<file path="config.mk">
export PLATFORM = sky130hd
export DESIGN_NAME = ldpc_min_sum_check_node_flat
export DESIGN_NICKNAME = d
export VERILOG_FILES = /design/src/sv/ldpcms_pkg.sv /design/src/sv/ldpcms_if.sv /design/src/sv/ldpcms_acc.sv /design/src/sv/ldpcms_regen.sv /design/src/sv/ldpc_min_sum_check_node.sv /design/src/flat_wrapper.sv
export SDC_FILE = /design/constraint.sdc
export NUM_CORES = 1
export LEC_CHECK = 0
export ABC_AREA = 1
export BUFFER_PORTS_ARGS = -buffer_cell sky130_fd_sc_hd__buf_4
export CORE_MARGIN = 5
export CORE_UTILIZATION = 65
export CTS_BUF_LIST = sky130_fd_sc_hd__clkbuf_16
export DETAILED_ROUTE_END_ITERATION = 12
export PLACE_DENSITY_LB_ADDON = 0.12
export SYNTH_ARGS = -nofsm -noshare
export SYNTH_HDL_FRONTEND = slang
export SYNTH_SLANG_ARGS = --single-unit
</file>
<file path="constraint.sdc">
create_clock -name clk -period 15.7 [get_ports clk]
set_input_delay 3.14 -clock clk [delete_from_list [all_inputs] [get_ports clk]]
set_output_delay 3.14 -clock clk [all_outputs]
set_load 0.01 [all_outputs]
</file>
<file path="src/sv/ldpcms_pkg.sv">
package ldpcms_pkg;

  localparam int MSG_BITS_DEF  = 8;
  localparam int SCALE_BITS    = 9;
  localparam int OFFSET_BITS   = 7;
  localparam int SCALE_SHIFT   = 8;
  localparam int CFG_IDX_BITS  = 2;
  localparam int CFG_DATA_BITS = 9;

  localparam logic [SCALE_BITS-1:0]  NORM_SCALE_RST    = 9'd211;
  localparam logic [OFFSET_BITS-1:0] OFFSET_AMOUNT_RST = 7'd0;

  typedef enum logic [CFG_IDX_BITS-1:0] {
    REG_NORM_SCALE    = 2'd0,
    REG_OFFSET_AMOUNT = 2'd1
  } cfg_reg_t;

  typedef enum logic {
    MODE_ACCUMULATE = 1'b0,
    MODE_REGENERATE = 1'b1
  } mode_t;

  typedef struct packed {
    logic sign_parity;
    logic frame_syndrome;
  } chk_status_t;

endpackage

</file>
<file path="src/sv/ldpcms_if.sv">
interface ldpcms_v2c_if #(parameter int MSG_BITS = ldpcms_pkg::MSG_BITS_DEF) ();
  logic                       valid;
  logic                       ready;
  ldpcms_pkg::mode_t          mode;
  logic signed [MSG_BITS-1:0] v2c_msg;
  logic                       last_of_check;
  logic                       start_of_frame;

  modport source(output valid, mode, v2c_msg, last_of_check, start_of_frame, input ready);
  modport sink(input valid, mode, v2c_msg, last_of_check, start_of_frame, output ready);
endinterface

interface ldpcms_c2v_if #(parameter int MSG_BITS = ldpcms_pkg::MSG_BITS_DEF) ();
  logic                       valid;
  logic                       ready;
  logic signed [MSG_BITS-1:0] c2v_msg;
  logic                       last_out;
  logic                       check_failed;
  logic                       frame_ok;

  modport source(output valid, c2v_msg, last_out, check_failed, frame_ok, input ready);
  modport sink(input valid, c2v_msg, last_out, check_failed, frame_ok, output ready);
endinterface

interface ldpcms_cfg_if ();
  logic                                 valid;
  logic                                 ready;
  logic [ldpcms_pkg::CFG_IDX_BITS-1:0]  index;
  logic [ldpcms_pkg::CFG_DATA_BITS-1:0] data;

  modport source(output valid, index, data, input ready);
  modport sink(input valid, index, data, output ready);
endinterface

</file>
<file path="src/sv/ldpcms_acc.sv">
module ldpcms_acc #(
  parameter int MSG_BITS = ldpcms_pkg::MSG_BITS_DEF
) (
  input  logic                    clk,
  input  logic                    rst,
  input  logic                    en,
  input  ldpcms_pkg::mode_t       mode,
  input  logic [MSG_BITS-2:0]     mag,
  input  logic                    neg,
  input  logic                    last,
  input  logic                    sof,
  output logic [MSG_BITS-2:0]     min_first,
  output logic [MSG_BITS-2:0]     min_second,
  output ldpcms_pkg::chk_status_t status
);
  import ldpcms_pkg::*;

  localparam int MAG_BITS = MSG_BITS - 1;
  localparam logic [MAG_BITS-1:0] MAG_MAX = '1;

  logic                check_fresh;
  logic [MAG_BITS-1:0] base_first;
  logic [MAG_BITS-1:0] base_second;
  logic                base_parity;
  logic [MAG_BITS-1:0] hi;
  logic [MAG_BITS-1:0] min_first_next;
  logic [MAG_BITS-1:0] min_second_next;
  logic                parity_next;
  logic                syndrome_next;

  always_comb begin
    base_first      = check_fresh ? MAG_MAX : min_first;
    base_second     = check_fresh ? MAG_MAX : min_second;
    base_parity     = check_fresh ? 1'b0 : status.sign_parity;
    hi              = (mag > base_first) ? mag : base_first;
    min_second_next = (hi < base_second) ? hi : base_second;
    min_first_next  = (mag < base_first) ? mag : base_first;
    parity_next     = base_parity ^ neg;
    syndrome_next   = (sof ? 1'b0 : status.frame_syndrome) | (last & parity_next);
  end

  always_ff @(posedge clk) begin
    if (rst) begin
      min_first             <= MAG_MAX;
      min_second            <= MAG_MAX;
      status.sign_parity    <= 1'b0;
      status.frame_syndrome <= 1'b0;
      check_fresh           <= 1'b1;
    end else if (en && mode == MODE_ACCUMULATE) begin
      min_first             <= min_first_next;
      min_second            <= min_second_next;
      status.sign_parity    <= parity_next;
      status.frame_syndrome <= syndrome_next;
      check_fresh           <= last;
    end
  end

`ifndef ASSERT_OFF
  a_min_order: assert property (@(posedge clk) disable iff (rst)
    min_first <= min_second)
    else $error("first minimum above second minimum");

  a_fresh_after_last: assert property (@(posedge clk) disable iff (rst)
    (en && mode == MODE_ACCUMULATE && last) |=> check_fresh)
    else $error("check not restarted after its last accumulate beat");

  a_regen_keeps_state: assert property (@(posedge clk) disable iff (rst)
    (en && mode == MODE_REGENERATE) |=> $stable(min_first) && $stable(min_second)
      && $stable(status))
    else $error("regenerate beat changed check state");
`endif

endmodule

</file>
<file path="src/sv/ldpcms_regen.sv">
module ldpcms_regen #(
  parameter int MSG_BITS = ldpcms_pkg::MSG_BITS_DEF
) (
  input  logic [MSG_BITS-2:0]                mag,
  input  logic                               neg,
  input  logic [MSG_BITS-2:0]                min_first,
  input  logic [MSG_BITS-2:0]                min_second,
  input  ldpcms_pkg::chk_status_t            status,
  input  logic [ldpcms_pkg::SCALE_BITS-1:0]  norm_scale,
  input  logic [ldpcms_pkg::OFFSET_BITS-1:0] offset_amount,
  output logic [MSG_BITS-1:0]                c2v_msg
);
  import ldpcms_pkg::*;

  localparam int MAG_BITS  = MSG_BITS - 1;
  localparam int W         = (MAG_BITS > OFFSET_BITS) ? MAG_BITS : OFFSET_BITS;
  localparam int PROD_BITS = W + SCALE_BITS;
  localparam int SC_BITS   = PROD_BITS - SCALE_SHIFT;
  localparam logic [MAG_BITS-1:0] MAG_MAX = '1;

  logic [MAG_BITS-1:0]  sel;
  logic [W-1:0]         sel_w;
  logic [W-1:0]         off_w;
  logic [W-1:0]         diff;
  logic [PROD_BITS-1:0] prod;
  logic [SC_BITS-1:0]   scaled;
  logic [MAG_BITS-1:0]  res;
  logic [MSG_BITS-1:0]  res_ext;

  always_comb begin
    sel     = (mag == min_first) ? min_second : min_first;
    sel_w   = W'(sel);
    off_w   = W'(offset_amount);
    diff    = (sel_w > off_w) ? sel_w - off_w : '0;
    prod    = PROD_BITS'(diff) * PROD_BITS'(norm_scale);
    scaled  = prod[PROD_BITS-1:SCALE_SHIFT];
    res     = (scaled > SC_BITS'(MAG_MAX)) ? MAG_MAX : scaled[MAG_BITS-1:0];
    res_ext = {1'b0, res};
    c2v_msg = ((status.sign_parity ^ neg) && res != '0) ? -res_ext : res_ext;
  end

endmodule

</file>
<file path="src/sv/ldpc_min_sum_check_node.sv">
// Check node unit for offset/normalized min-sum LDPC decoding. Each check is
// fed twice: an accumulate pass (mode 0) that folds the v2c messages into two
// minima and a sign parity and gives no result, then a regenerate pass
// (mode 1) with the same messages, one c2v beat per message. One message is
// taken every clock cycle in either pass; a result is offered on c2v from the
// result register after its message passes the input register, and the only
// stall comes from c2v holding ready low. The user must write norm_scale and
// offset_amount through cfg while no message is in flight; this is not enforced.
module ldpc_min_sum_check_node #(
  parameter int MSG_BITS = ldpcms_pkg::MSG_BITS_DEF
) (
  input  logic clk,
  input  logic rst,
  ldpcms_cfg_if.sink             cfg,
  ldpcms_v2c_if.sink             v2c,
  ldpcms_c2v_if.source           c2v
);
  import ldpcms_pkg::*;

  localparam int MAG_BITS = MSG_BITS - 1;
  localparam logic [MAG_BITS-1:0] MAG_MAX = '1;
  localparam logic [MSG_BITS-1:0] MSG_MIN = {1'b1, {MAG_BITS{1'b0}}};

  logic [SCALE_BITS-1:0]  norm_scale;
  logic [OFFSET_BITS-1:0] offset_amount;

  logic                s1_valid;
  mode_t               s1_mode;
  logic [MSG_BITS-1:0] s1_msg;
  logic                s1_last;
  logic                s1_sof;
  logic                s1_go;

  logic                neg;
  logic [MSG_BITS-1:0] neg_v;
  logic [MAG_BITS-1:0] mag;

  logic [MAG_BITS-1:0] min_first;
  logic [MAG_BITS-1:0] min_second;
  chk_status_t         status;
  logic [MSG_BITS-1:0] c2v_next;

  logic                res_valid;
  logic [MSG_BITS-1:0] res_msg;
  logic                res_last;
  logic                res_failed;
  logic                res_ok;

  // config
  assign cfg.ready = 1'b1;

  always_ff @(posedge clk) begin
    if (rst) begin
      norm_scale    <= NORM_SCALE_RST;
      offset_amount <= OFFSET_AMOUNT_RST;
    end else if (cfg.valid) begin
      case (cfg_reg_t'(cfg.index))
        REG_NORM_SCALE:    norm_scale    <= cfg.data[SCALE_BITS-1:0];
        REG_OFFSET_AMOUNT: offset_amount <= cfg.data[OFFSET_BITS-1:0];
        default: ;
      endcase
    end
  end

  // input stage
  assign s1_go     = s1_valid && (s1_mode == MODE_ACCUMULATE || !res_valid || c2v.ready);
  assign v2c.ready = !s1_valid || s1_go;

  always_ff @(posedge clk) begin
    if (rst) begin
      s1_valid <= 1'b0;
    end else if (v2c.ready) begin
      s1_valid <= v2c.valid;
    end
  end

  always_ff @(posedge clk) begin
    if (v2c.valid && v2c.ready) begin
      s1_mode <= v2c.mode;
      s1_msg  <= v2c.v2c_msg;
      s1_last <= v2c.last_of_check;
      s1_sof  <= v2c.start_of_frame;
    end
  end

  // magnitude, most negative saturates
  always_comb begin
    neg   = s1_msg[MSG_BITS-1];
    neg_v = -s1_msg;
    if (!neg) begin
      mag = s1_msg[MAG_BITS-1:0];
    end else if (neg_v[MSG_BITS-1]) begin
      mag = MAG_MAX;
    end else begin
      mag = neg_v[MAG_BITS-1:0];
    end
  end

  ldpcms_acc #(.MSG_BITS(MSG_BITS)) u_acc (
    .clk        (clk),
    .rst        (rst),
    .en         (s1_go),
    .mode       (s1_mode),
    .mag        (mag),
    .neg        (neg),
    .last       (s1_last),
    .sof        (s1_sof),
    .min_first  (min_first),
    .min_second (min_second),
    .status     (status)
  );

  ldpcms_regen #(.MSG_BITS(MSG_BITS)) u_regen (
    .mag           (mag),
    .neg           (neg),
    .min_first     (min_first),
    .min_second    (min_second),
    .status        (status),
    .norm_scale    (norm_scale),
    .offset_amount (offset_amount),
    .c2v_msg       (c2v_next)
  );

  // result register
  always_ff @(posedge clk) begin
    if (rst) begin
      res_valid <= 1'b0;
    end else if (s1_go && s1_mode == MODE_REGENERATE) begin
      res_valid <= 1'b1;
    end else if (c2v.ready) begin
      res_valid <= 1'b0;
    end
  end

  always_ff @(posedge clk) begin
    if (s1_go && s1_mode == MODE_REGENERATE) begin
      res_msg    <= c2v_next;
      res_last   <= s1_last;
      res_failed <= status.sign_parity;
      res_ok     <= !status.frame_syndrome;
    end
  end

  assign c2v.valid        = res_valid;
  assign c2v.c2v_msg      = res_msg;
  assign c2v.last_out     = res_last;
  assign c2v.check_failed = res_failed;
  assign c2v.frame_ok     = res_ok;

`ifndef ASSERT_OFF
  a_result_from_regen: assert property (@(posedge clk) disable iff (rst)
    $rose(res_valid) |-> $past(s1_go && s1_mode == MODE_REGENERATE))
    else $error("result beat without a regenerate beat");

  a_no_min_code: assert property (@(posedge clk) disable iff (rst)
    res_valid |-> res_msg != MSG_MIN)
    else $error("c2v message not saturated");

  a_parity_carried: assert property (@(posedge clk) disable iff (rst)
    (s1_go && s1_mode == MODE_REGENERATE) |=>
      res_valid && res_failed == $past(status.sign_parity))
    else $error("check_failed does not follow sign parity");
`endif

endmodule
</file>
<file path="src/flat_wrapper.sv">
// flat-port wrapper written by rule: the top's interface ports become plain ports
module ldpc_min_sum_check_node_flat import ldpcms_pkg::*;
#(
  parameter int MSG_BITS = ldpcms_pkg::MSG_BITS_DEF
)
  (clk, rst, cfg_valid, cfg_index, cfg_data, cfg_ready, v2c_valid, v2c_mode, v2c_v2c_msg, v2c_last_of_check, v2c_start_of_frame, v2c_ready, c2v_valid, c2v_c2v_msg, c2v_last_out, c2v_check_failed, c2v_frame_ok, c2v_ready);
  ldpcms_cfg_if cfg_i ();
  ldpcms_v2c_if #(.MSG_BITS(MSG_BITS)) v2c_i ();
  ldpcms_c2v_if #(.MSG_BITS(MSG_BITS)) c2v_i ();
  input  logic clk;
  input  logic rst;
  input wire logic [$bits(cfg_i.valid)-1:0] cfg_valid;
  input wire logic [$bits(cfg_i.index)-1:0] cfg_index;
  input wire logic [$bits(cfg_i.data)-1:0] cfg_data;
  output wire logic [$bits(cfg_i.ready)-1:0] cfg_ready;
  input wire logic [$bits(v2c_i.valid)-1:0] v2c_valid;
  input wire logic [$bits(v2c_i.mode)-1:0] v2c_mode;
  input wire logic [$bits(v2c_i.v2c_msg)-1:0] v2c_v2c_msg;
  input wire logic [$bits(v2c_i.last_of_check)-1:0] v2c_last_of_check;
  input wire logic [$bits(v2c_i.start_of_frame)-1:0] v2c_start_of_frame;
  output wire logic [$bits(v2c_i.ready)-1:0] v2c_ready;
  output wire logic [$bits(c2v_i.valid)-1:0] c2v_valid;
  output wire logic [$bits(c2v_i.c2v_msg)-1:0] c2v_c2v_msg;
  output wire logic [$bits(c2v_i.last_out)-1:0] c2v_last_out;
  output wire logic [$bits(c2v_i.check_failed)-1:0] c2v_check_failed;
  output wire logic [$bits(c2v_i.frame_ok)-1:0] c2v_frame_ok;
  input wire logic [$bits(c2v_i.ready)-1:0] c2v_ready;
  assign cfg_i.valid = cfg_valid;
  assign cfg_i.index = cfg_index;
  assign cfg_i.data = cfg_data;
  assign cfg_ready = cfg_i.ready;
  assign v2c_i.valid = v2c_valid;
  assign v2c_i.mode = v2c_mode;
  assign v2c_i.v2c_msg = v2c_v2c_msg;
  assign v2c_i.last_of_check = v2c_last_of_check;
  assign v2c_i.start_of_frame = v2c_start_of_frame;
  assign v2c_ready = v2c_i.ready;
  assign c2v_valid = c2v_i.valid;
  assign c2v_c2v_msg = c2v_i.c2v_msg;
  assign c2v_last_out = c2v_i.last_out;
  assign c2v_check_failed = c2v_i.check_failed;
  assign c2v_frame_ok = c2v_i.frame_ok;
  assign c2v_i.ready = c2v_ready;
  ldpc_min_sum_check_node #(.MSG_BITS(MSG_BITS)) u_core (.clk(clk), .rst(rst), .cfg(cfg_i), .v2c(v2c_i), .c2v(c2v_i));
endmodule
</file>
; ---- After elaboration in Yosys (flattened, before gate mapping)
; Cells that the tools add are included.
[op_classes]
multipliers = 1
eq_ne = 2
bitwise_logic = 5
mux = 15
n_lt_le_gt_ge = 5
n_addsub = 3
reduce_logical = 16
[op_table]
columns = op, count
row1 = two-way mux 7 bit, 11
row2 = multiplier 7 x 9 -> 16 bit, 1
row3 = > comparator 7 bit, 2
row4 = less-than comparator 7 bit, 2
row5 = "> comparator 8 x 7 -> 1 bit, second input constant", 1
row6 = negation 7 -> 8 bit, 1
row7 = negation 8 bit, 1
row8 = == test 7 bit, 1
row9 = nonzero test 7 bit, 1
row10 = subtractor 7 bit, 1
row11 = logical AND 1 bit, 5
row12 = two-way mux 1 bit, 4
row13 = AND reduction 2 bit, 2
row14 = logical NOT 1 bit, 3
row15 = logical OR 1 bit, 3
row16 = "== test 2 x 1 -> 1 bit, second input constant", 1
row17 = logical NOT 2 bit, 1
row18 = nonzero test 2 bit, 1
row19 = XOR 1 bit, 2
row20 = AND 1 bit, 1
row21 = NOT 1 bit, 1
row22 = bitwise OR 1 bit, 1
[word_totals]
out_inout_bits = 14
ff_bits = 57
input_bits = 27

; ---- Longest topological paths before layout
[logic_depth]
word_depth = 13
depth_mapped = 49
ltp_nobuf = 49

; ---- Cells and area by module
; A second synthesis with hierarchy kept.
[unflattened]
hier_cells = 766
hier_area_um2 = 5676.7
[by_module_without_submodules]
columns = mod, cells_each, seq_area_each_um2, area_each_um2, instances
row1 = ldpcms_regen, 406, 0.0, 2782.7, 1
row2 = ldpc_min_sum_check_node, 156, 1021.0, 1570.3, 1
row3 = ldpcms_acc, 204, 340.3, 1323.8, 1

; ---- Worst setup path before layout
; Ideal clock, no wire load.
[synth_timing]
kind = reg-to-reg
startpoint = register u_core.s1_msg[2]
endpoint = register u_core.res_msg[4] (netlist: u_core.c2v.c2v_msg[4]) (data pin)
slack_ps = 8051
stages_incl_launch_ff = 43
t_required_ps = 15440
t_arrival_ps = 7389
period_less_slack_ps = 7649
cell_sequence = edfxtp_1 > nor3_1 > inv_1 > nor2_2 > nand4_4 > nand2_1 > inv_1 > or2_2 > nand2_1 > a211oi_1 > nand4_1 > buf_6 > o21ai_2 > ha_1 > fa_1 > nor2_1 > nor2_1 > nor2_1 > (+7 left out) > fa_1 > fa_1 > inv_1 > fa_1 > inv_1 > ha_1 > a21o_1 > a31oi_1 > nor2_1 > a211oi_1 > nand3_1 > nand2_4 > nand2_2 > inv_2 > nand2_2 > nor2_4 > nor2_1 > xor2_1
[synth_via]
elab_chain_cells = 13
elab_cells_between_ends = 15
classes_between = add/sub (3) / mul (1) / order compare (2) / eq/ne (1) / mux (6) / reduce/logical (2)
[synth_rtl]
columns = element, line
row1 = from (decl), ldpc_min_sum_check_node.sv:29  ; logic [MSG_BITS-1:0] s1_msg;
row2 = from (signal assigned), ldpc_min_sum_check_node.sv:80  ; s1_msg <= v2c.v2c_msg;
row3 = negation 8 bit, ldpc_min_sum_check_node.sv:89  ; neg_v = -s1_msg;
row4 = two-way mux 7 bit, ldpc_min_sum_check_node.sv:92  ; end else if (neg_v[MSG_BITS-1]) begin
row5 = two-way mux 7 bit (*), ldpc_min_sum_check_node.sv:90  ; if (!neg) begin
row6 = == test 7 bit (*), ldpcms_regen.sv:31  ; sel = (mag == min_first) ? min_second : min_first;
row7 = two-way mux 7 bit (*), ldpcms_regen.sv:31
row8 = subtractor 7 bit / > comparator 7 bit (equally long branches), ldpcms_regen.sv:34  ; diff = (sel_w > off_w) ? sel_w - off_w : '0;
row9 = two-way mux 7 bit (*), ldpcms_regen.sv:34
row10 = multiplier 7 x 9 -> 16 bit (*), ldpcms_regen.sv:35  ; prod = PROD_BITS'(diff) * PROD_BITS'(norm_scale);
row11 = > comparator 8 x 7 -> 1 bit, ldpcms_regen.sv:37  ; res = (scaled > SC_BITS'(MAG_MAX)) ? MAG_MAX : scaled[MAG_BITS-1:0];
row12 = two-way mux 7 bit (*), ldpcms_regen.sv:37
row13 = "parallel branches: the longest is 2 deep, another holds negation 7 -> 8 bit", n/a
row14 = two-way mux 7 bit (*), ldpcms_regen.sv:39  ; c2v_msg = ((status.sign_parity ^ neg) && res != '0) ? -res_ext : res_ext;
row15 = via u_core.c2v_next[4], ldpc_min_sum_check_node.sv:41  ; logic [MSG_BITS-1:0] c2v_next;
row16 = to (signal assigned), ldpc_min_sum_check_node.sv:137  ; res_msg <= c2v_next;
row17 = to (decl), ldpc_min_sum_check_node.sv:44  ; logic [MSG_BITS-1:0] res_msg;
; Mark *: on every way through the listed nets, which the timed path passes.
; A chain may end at the register's enable or synchronous reset.

; ---- Worst setup path in the final report
[layout_timing]
startpoint = register u_core.s1_msg[0]
endpoint = register u_core.res_msg[4] (netlist: u_core.c2v.c2v_msg[4]) (data pin)
; The elaborated chain is that of the path after synthesis.

==> metrics.md <==
| Metric | Value |
|---|---|
| Status | finished clean |
| Mux cell area share after synthesis | 0 |
| H-tree lvl count | 3 |
| Final worst slack | 6.67 ns |
| Post-synthesis cell count | 728 |
| Die Y | 102 microns |
| Clock Tree Buf Depth | 2 |
| Synth Area in XOR/XNOR | 0.0177 |
| Simple-Gate Fraction of Synth Area | 0.248 |
| Root buffer cell | clkbuf_16 |
| Ys flop type | dfxtp_1 |
| Dpl ws | 6.84 ns |
| Fin. Hold Viols | 0 |
| Slew headroom | 0.519 |
| Io pins | 41 |
| Worst-Skew Late Latency | 0.33 ns |
| CP max FO | 14 |
| Vias per cell | 5.57 |
| WS Path Type | flip-flop to flip-flop |
| Initial antenna violation count | 0 |
| Hold WS | 0.456 ns |
| CTS tree | done |
| Most common cell after layout, fill and taps aside | nand2_1 |
| RSZ-0062 raised after global routing | false |
| Cts repair resizes | 0 |
| Worst stage delay on the critical path | 0.59 ns |
| Final min period | 9.03 ns |
| Synth Register Bits | 57 |
| Synth-to-Final Area Change | 12.3% |
| Hold Path Class | flip-flop to flip-flop |
| Synth Area in Adders | 0.249 |
| Fillers | 624 |
| Endpoints failing setup | 0 |
| Post-synthesis async set-or-reset flop share | 0 |
| CP required | 15.77 ns |
| Via count | 4871 |
| Routed Antenna Nets | 0 |
| Seq/Total Area, Yosys | 0.250 |
| WP data arrival | 9.10 ns |
| Period utilisation layout | 0.575 |
| Clock Skew | 0.00896 ns |
| Largest net degree at the start of global routing | 27 |
| Final wirelength | 12500 microns |
| PortBufs | 39 |
| CP max stage cell | nand4_1 |
| # diodes | 0 |
| FMAX | 0.111 GHz |
| Placement row count | 33 |
| Fin nets | 879 |
| TNS Setup | 0 ns |
| First-pass GRT wire length | 20900 microns |
| Post-Syn Area per Cell | 7.49 sq um |
| Largest family of logic cells by synthesized area | adder cells |
| Hpwl dp | 9780 microns |
| Worst-Margin Slew | 0.719 ns |
| Post-synth EDFFs | 22 |
| Max-capacitance violation count | 0 |
| Full die area | 10300 sq um |
| CP Capture Type | flip-flop |
| TritonCTS buffer count | 9 |
| CP startpoint kind | flip-flop |
| Yosys warnings | 0 |
| Final Slew Violations | 0 |
| Mapped Area | 5450 sq um |
| Post CTS Setup Buffer Count | 0 |
| Synth cell types | 42 |
| Compound-Gate Fraction of Synth Area | 0.141 |
| DIE WIDTH | 102 microns |
| Ratio of cells with drive above 1 in the final layout | 0.129 |
| Global route overflow | 0 |
| Final core utilization | 0.745 |
| Synth Net Count | 843 |
| CORE AREA | 8220 sq um |
| Clk sinks | 57 |
| Starting DRT DRC Count | 254 |
| Most frequent cells in the layout | 130 x nand2_1, 115 x inv_1, 92 x nor2_1 |
| First-pass DRT Iterations | 5 |
| Post-CTS Hold Buffers | 0 |
| DR WL/cell | 14.3 microns |
| CP dominant cell by count | nor2_1 |
| Worst-path clk slew | 0.06 ns |
| Initial core utilization | 0.664 |
| Total GRT Usage | 0.254 |
| GP Congestion | 0.948 |
| Post-route DRC | 0 |
| Vias in the first global route | 4718 |
-- routing by layer --
| metal | global-route usage | up-vias | part of all wire |
|---|---|---|---|
| met5 | 0 | - | 0 |
| met4 | 0.120 | 0 | 0.033 |
| met3 | 0.0317 | 42 | 0.044 |
| met2 | 0.445 | 145 | 0.51 |
| met1 | 0.310 | 2249 | 0.42 |
| li1 | - | 2435 | - |
-- stage by stage --
stage               area (sq um)  instances
detailed placement          5810        858
floorplan                   5450        728
global placement            5810        858
finish                      6120        874
global route                6120        874
CTS                         6120        874
-- state kept, by name (all words and copies together), names as in the netlist, 2 cells and up --
signal                   flops
u_core.offset_amount         7
u_core.u_acc.min_second      7
u_core.c2v.c2v_msg           8
u_core.norm_scale            9
u_core.u_acc.min_first       7
u_core.u_acc.status          2
u_core.s1_msg                8
-- worst paths after layout --
kind	from	to	slack [ns]	depth (start not counted)
setup / recovery	u_core.s1_msg[0]	u_core.c2v.c2v_msg[4]	6.67	41
hold / removal	u_core.s1_last	u_core.c2v.last_out	0.46	0
setup reg to reg	u_core.s1_msg[0]	u_core.c2v.c2v_msg[4]	6.67	41
hold reg to reg	u_core.s1_last	u_core.c2v.last_out	0.46	0
-- worst max-delay path: cells and delay by family, from the launching register on --
kind,cells,cell delay [ns]
AO/OA/AOI/OAI,7,1.08
XOR/XNOR,2,0.29
adder cells (fa/ha/maj),8,3.24
buffers and inverters,5,0.32
flip-flops,1,0.40
AND/OR/NAND/NOR,19,3.41
-- cell families (layout without fill, tap and decap cells) --
kind of cell | Yosys count | after routing
fa+ha+maj | 88 | 88
xor+xnor | 11 | 11
buf+inv | 133 | 174
compound gates | 136 | 136
flops | 57 | 57
other cells | 1 | 1
simple gates | 302 | 302
-- area by class of cell --
class                   count  area, sq um  area share
repair buffers             39          293      0.0478
flip-flops and latches     57         1360       0.222
inverters                 119          447      0.0730
clock inverters             7         86.3      0.0141
well taps                 105          131      0.0215
clock buffers               9          225      0.0368
multi-input cells         538         3580       0.585
-- synth_stat cells (all sizes together) (2+ instances only) --
cell / number / share of area
a21oi: 60 / 0.056
o21ai: 55 / 0.056
ha: 54 / 0.12
nor2: 98 / 0.072
edfxtp: 22 / 0.12
dfxtp: 35 / 0.13
a31oi: 2 / 0.0023
a211oi: 4 / 0.0055
o211ai: 8 / 0.011
nand3b: 3 / 0.0041
xor2: 8 / 0.013
clkinv: 2 / 0.0014
nand4: 11 / 0.015
or2: 6 / 0.0069
o21a: 2 / 0.0028
a21o: 3 / 0.0041
buf: 3 / 0.0048
nor3: 4 / 0.0037
nand3: 29 / 0.029
inv: 117 / 0.081
fa: 34 / 0.12
xnor2: 3 / 0.0048
nand2: 148 / 0.11
clkbuf: 11 / 0.0076
Power is left out: the tool's default activity adds up to more than one toggle a clock period on the data nets, which glitch-free logic cannot reach.
